**src/hw/rtl/dsiq_pkg.sv**
```systemverilog
// Shared types and codes for the depth-sorted insert queue.
// Item and result structs, request and status codes, controller/datapath links.
// No dependencies.
`default_nettype none

package dsiq_pkg;

    localparam int CAPACITY_DEF = 64;

    localparam logic [1:0] REQ_PUSH  = 2'd0;
    localparam logic [1:0] REQ_CLEAR = 2'd1;
    localparam logic [1:0] REQ_DRAIN = 2'd2;

    localparam logic [1:0] ST_OK    = 2'd0;
    localparam logic [1:0] ST_FULL  = 2'd1;
    localparam logic [1:0] ST_EMPTY = 2'd2;

    localparam logic [2:0] OP_NONE   = 3'd0;
    localparam logic [2:0] OP_INSERT = 3'd1;
    localparam logic [2:0] OP_CLEAR  = 3'd2;
    localparam logic [2:0] OP_FULL   = 3'd3;
    localparam logic [2:0] OP_NOP    = 3'd4;
    localparam logic [2:0] OP_EMPTY  = 3'd5;
    localparam logic [2:0] OP_DRAIN  = 3'd6;

    typedef struct packed {
        logic [1:0]         req_type;
        logic [31:0]        entity_handle;
        logic signed [31:0] depth_key;
    } t_req_item;

    typedef struct packed {
        logic [1:0]         status;
        logic [31:0]        out_handle;
        logic signed [31:0] out_depth;
        logic [5:0]         position;
        logic [6:0]         entry_count;
        logic               last;
    } t_rsp_item;

    typedef struct packed {
        logic       load;
        logic [2:0] op;
    } t_dsiq_cmd;

    typedef struct packed {
        logic [1:0] req_type;
        logic       full;
        logic       empty;
        logic       drain_last;
        logic       out_free;
    } t_dsiq_sts;

endpackage

`default_nettype wire

```
**src/hw/rtl/dsiq_ctrl.sv**
```systemverilog
// Controller state machine for the depth-sorted insert queue.
// Sequences accept, insert, clear and drain steps; depends on dsiq_pkg.
`default_nettype none

module dsiq_ctrl (
    input  wire                  i_clk,
    input  wire                  i_rst_n,
    input  wire                  i_in_valid,
    output logic                 o_in_ready,
    input  dsiq_pkg::t_dsiq_sts  i_sts,
    output dsiq_pkg::t_dsiq_cmd  o_cmd
);
    import dsiq_pkg::*;

    localparam logic S_IDLE = 1'b0;
    localparam logic S_EXEC = 1'b1;

    logic r_state;
    logic n_state;

    always_comb begin
        n_state    = r_state;
        o_cmd.load = 1'b0;
        o_cmd.op   = OP_NONE;
        o_in_ready = 1'b0;
        case (r_state)
            S_IDLE: begin
                o_in_ready = 1'b1;
                if (i_in_valid) begin
                    o_cmd.load = 1'b1;
                    n_state    = S_EXEC;
                end
            end
            S_EXEC: begin
                if (i_sts.out_free) begin
                    n_state = S_IDLE;
                    case (i_sts.req_type)
                        REQ_PUSH: begin
                            o_cmd.op = i_sts.full ? OP_FULL : OP_INSERT;
                        end
                        REQ_CLEAR: begin
                            o_cmd.op = OP_CLEAR;
                        end
                        REQ_DRAIN: begin
                            if (i_sts.empty) begin
                                o_cmd.op = OP_EMPTY;
                            end else begin
                                o_cmd.op = OP_DRAIN;
                                if (!i_sts.drain_last) begin
                                    n_state = S_EXEC;
                                end
                            end
                        end
                        default: begin
                            o_cmd.op = OP_NOP;
                        end
                    endcase
                end
            end
            default: begin
                n_state = S_IDLE;
            end
        endcase
    end

    always_ff @(posedge i_clk) begin
        if (!i_rst_n) begin
            r_state <= S_IDLE;
        end else begin
            r_state <= n_state;
        end
    end

endmodule

`default_nettype wire

```
**config.mk**
```make
export PLATFORM = sky130hd
export DESIGN_NAME = dsiq_ctrl
export DESIGN_NICKNAME = d
export VERILOG_FILES = /design/src/hw/rtl/dsiq_pkg.sv /design/src/hw/rtl/dsiq_ctrl.sv
export SDC_FILE = /design/constraint.sdc
export NUM_CORES = 1
export LEC_CHECK = 0
export BUFFER_PORTS_ARGS = -buffer_cell sky130_fd_sc_hd__clkbuf_2
export CAP_MARGIN = 5
export CORE_AREA = 2 2 39 41
export DETAILED_ROUTE_END_ITERATION = 8
export DIE_AREA = 0 0 41 43
export GPL_TIMING_DRIVEN = 0
export MAX_ROUTING_LAYER = met4
export PLACE_DENSITY = 0.37
export SETUP_SLACK_MARGIN = 0.15
export SLEW_MARGIN = 10
export SYNTH_ARGS = -nofsm -noshare
export SYNTH_HDL_FRONTEND = slang
export SYNTH_SLANG_ARGS = --single-unit
```
**constraint.sdc**
```tcl
create_clock -name i_clk -period 3.05 [get_ports i_clk]
set_input_delay 0.915 -clock i_clk [delete_from_list [all_inputs] [get_ports i_clk]]
set_output_delay 0.915 -clock i_clk [all_outputs]
set_load 0.02 [all_outputs]
```
==> impl_results.md <==
- All-layer global routing usage: 0.0400
- DR WL/cell: 8.90 µm
- Core area: 1380 µm²
- Final WS setup: 0.413 ns
- WP data required: 2.13 ns
- Placed Area: 178 µm²
- Post-CTS sizing: 0
- Initial Util: 0.0669
- CP Launch Type: primary input
- Rel. slew slack: 0.833
- Nets: 36
- Synthesized area: 92.6 µm²
- Clock Latency Late Sink: 0 ns
- Switching share of power: 0.347
- HP Class: reg2reg
- Non-Filler Instances: 41
- CP dominant cell by count: clkbuf_2
- Reg with most FFs: r_state
- Max Clock Skew: 0 ns
- Hold-fix buffers at CTS: 0
- 1st-pass router iterations: 4
- Final setup TNS: 0 ns
- Syn_nets: 21
- Routed vias/inst: 3.41
- GPL Wtd Cong: 0.622
- Register share of total power: 0.431
- Pre-CTS setup slack: 0.427 ns
- Final Slew Violations: 0
- Async set-reset flop share out of synthesis: 0
- Post-CTS Setup Inserts: 0
- Maximum VDD drop: 0.000103 V
- Pin count of the biggest net entering global routing: 6
- Critical Path Sink Type: primary output
- Detailed-route via count: 140
- Yosys top cell area share: 0.216
- Clock share of power: 0
- Rows: 14
- #FFs+latches synth: 1
- FMAX: 379 MHz
- Internal: 24.0 µW
- Crit path max fanout: 3
- Final WL: 365 µm
- Hold slack: 0.613 ns
- Die Y: 43 µm
- Post-route ant nets: 0
- Final Hold Vio Count: 0
- Synth area leaders: dfxtp_1 22%, nor2b_1 14%, o221a_2 12%
- Worst setup path start: i_sts[2]
- Critical Path AT: 1.72 ns
- # diodes: 0
- Total Power: 36.7 µW
- DR DRC count: 0
- RSZ-0062 raised after global routing: no
- Fin crit share: 0.865
- Main flop type after synthesis: dfxtp_1
- Placed cell count: 41
- Max reg flops: 1
- Switch Pwr: 12.7 µW
- Post-Synthesis Cells: 12
- Share of layout cells above drive strength 1: 0.560
- Status: finished, final reports clean
- FF-to-FF Start: r_state$_SDFF_PN0_
- Register clock-pin slew on the reported worst setup and hold paths: 0 ns
- Post-synth top area cell: dfxtp_1
- Comb pwr share: 0.569
- # IOs: 14
- Initial antenna violation count: 0
- Syn_area_per_cell: 7.72 µm²
- Final instance area: 178 µm²
- CP Cell Sequence: clkbuf_2 > or3b_1 > a21oi_1 > clkbuf_2
- Top-count cell post-synth: nor2b_1
- Total grt overflow: 0
- Synth Warn #: 0
- Hold path startpoint: r_state$_SDFF_PN0_
- Fin util: 0.128
- Post-synthesis cell type count: 11
- Fin crit period: 2.64 ns
- Fillers: 161
- Leakage power: 0.0903 nW
- Largest registers: r_state (1)
- First-pass GRT wire length: 496 µm
- Die width: 41 µm
- Slowest cell delay on critical path: 0.37 ns
- Layout area overhead: 91.9%
- Crit-path slowest cell: or3b_1
- Pwr Density: 206 nW/µm²
- Port buffer count: 13
- EDFF count, synth: 0
- Max Cap Viol: 0
- Slew of the pin with the lowest slew margin: 0.247 ns
- Initial drt markers: 5
- Die area: 1760 µm²
- Vias in the first global route: 110
- Seq/Total Area, Yosys: 0.216
- Endpoints failing setup: 0
- Critical path class: in2out
worst paths after layout:
| path | cells past startpoint | slack [ns] | to |
|---|---|---|---|
| setup reg to reg | 2 | 2.19 | r_state$_SDFF_PN0_ |
| setup / recovery | 4 | 0.41 | o_cmd[1] |
| hold reg to reg | 1 | 0.61 | r_state$_SDFF_PN0_ |
| hold / removal | 1 | 0.61 | r_state$_SDFF_PN0_ |
layout by cell type, fill, tap and decap left out:
| cell | n |
|---|---|
| a21oi_1 | 1 |
| and3_1 | 1 |
| clkbuf_2 | 13 |
| dfxtp_1 | 1 |
| inv_1 | 1 |
| nand2_1 | 1 |
| nor2b_1 | 2 |
| nor3_1 | 1 |
| nor4b_1 | 1 |
| o21bai_1 | 1 |
| o221a_2 | 1 |
| or3b_1 | 1 |
power groups by stage:
stage                     Clock (mW)  Combinational, mW  Sequential [mW]
after global placement             0             0.0208           0.0159
after CTS                          0             0.0208           0.0158
after floorplan                    0             0.0101           0.0154
after detailed placement           0             0.0207           0.0158
after global routing               0             0.0228           0.0162
final                              0             0.0209           0.0158
routing by layer:
layer,GRT usage,wire length [µm]
met2,0.0344,62
met5,-,0
met4,0,0
met1,0.0857,220
met3,0.00524,81
logic make-up after synthesis:
kind of cell           count (synthesis)  synth area share
DFF                                    1             0.216
and+or+nand+nor                        7             0.486
buffers and inverters                  1            0.0405
AOI/OAI and AO/OA                      3             0.257
worst max-delay path, delay by kind of cell:
| family | cells | cell delay (ns) |
|---|---|---|
| simple gates | 1 | 0.37 |
| buf+inv | 2 | 0.29 |
| compound gates | 1 | 0.14 |
final cells by class:
cell class              count  area [µm²]  area share
well taps                  16        20.0       0.113
multi-input cells          10        68.8       0.387
inverters                   1        3.75      0.0211
flip-flops and latches      1        20.0       0.113
repair buffers             13        65.1       0.366
Note: power is estimated with default switching activity, not from simulation.
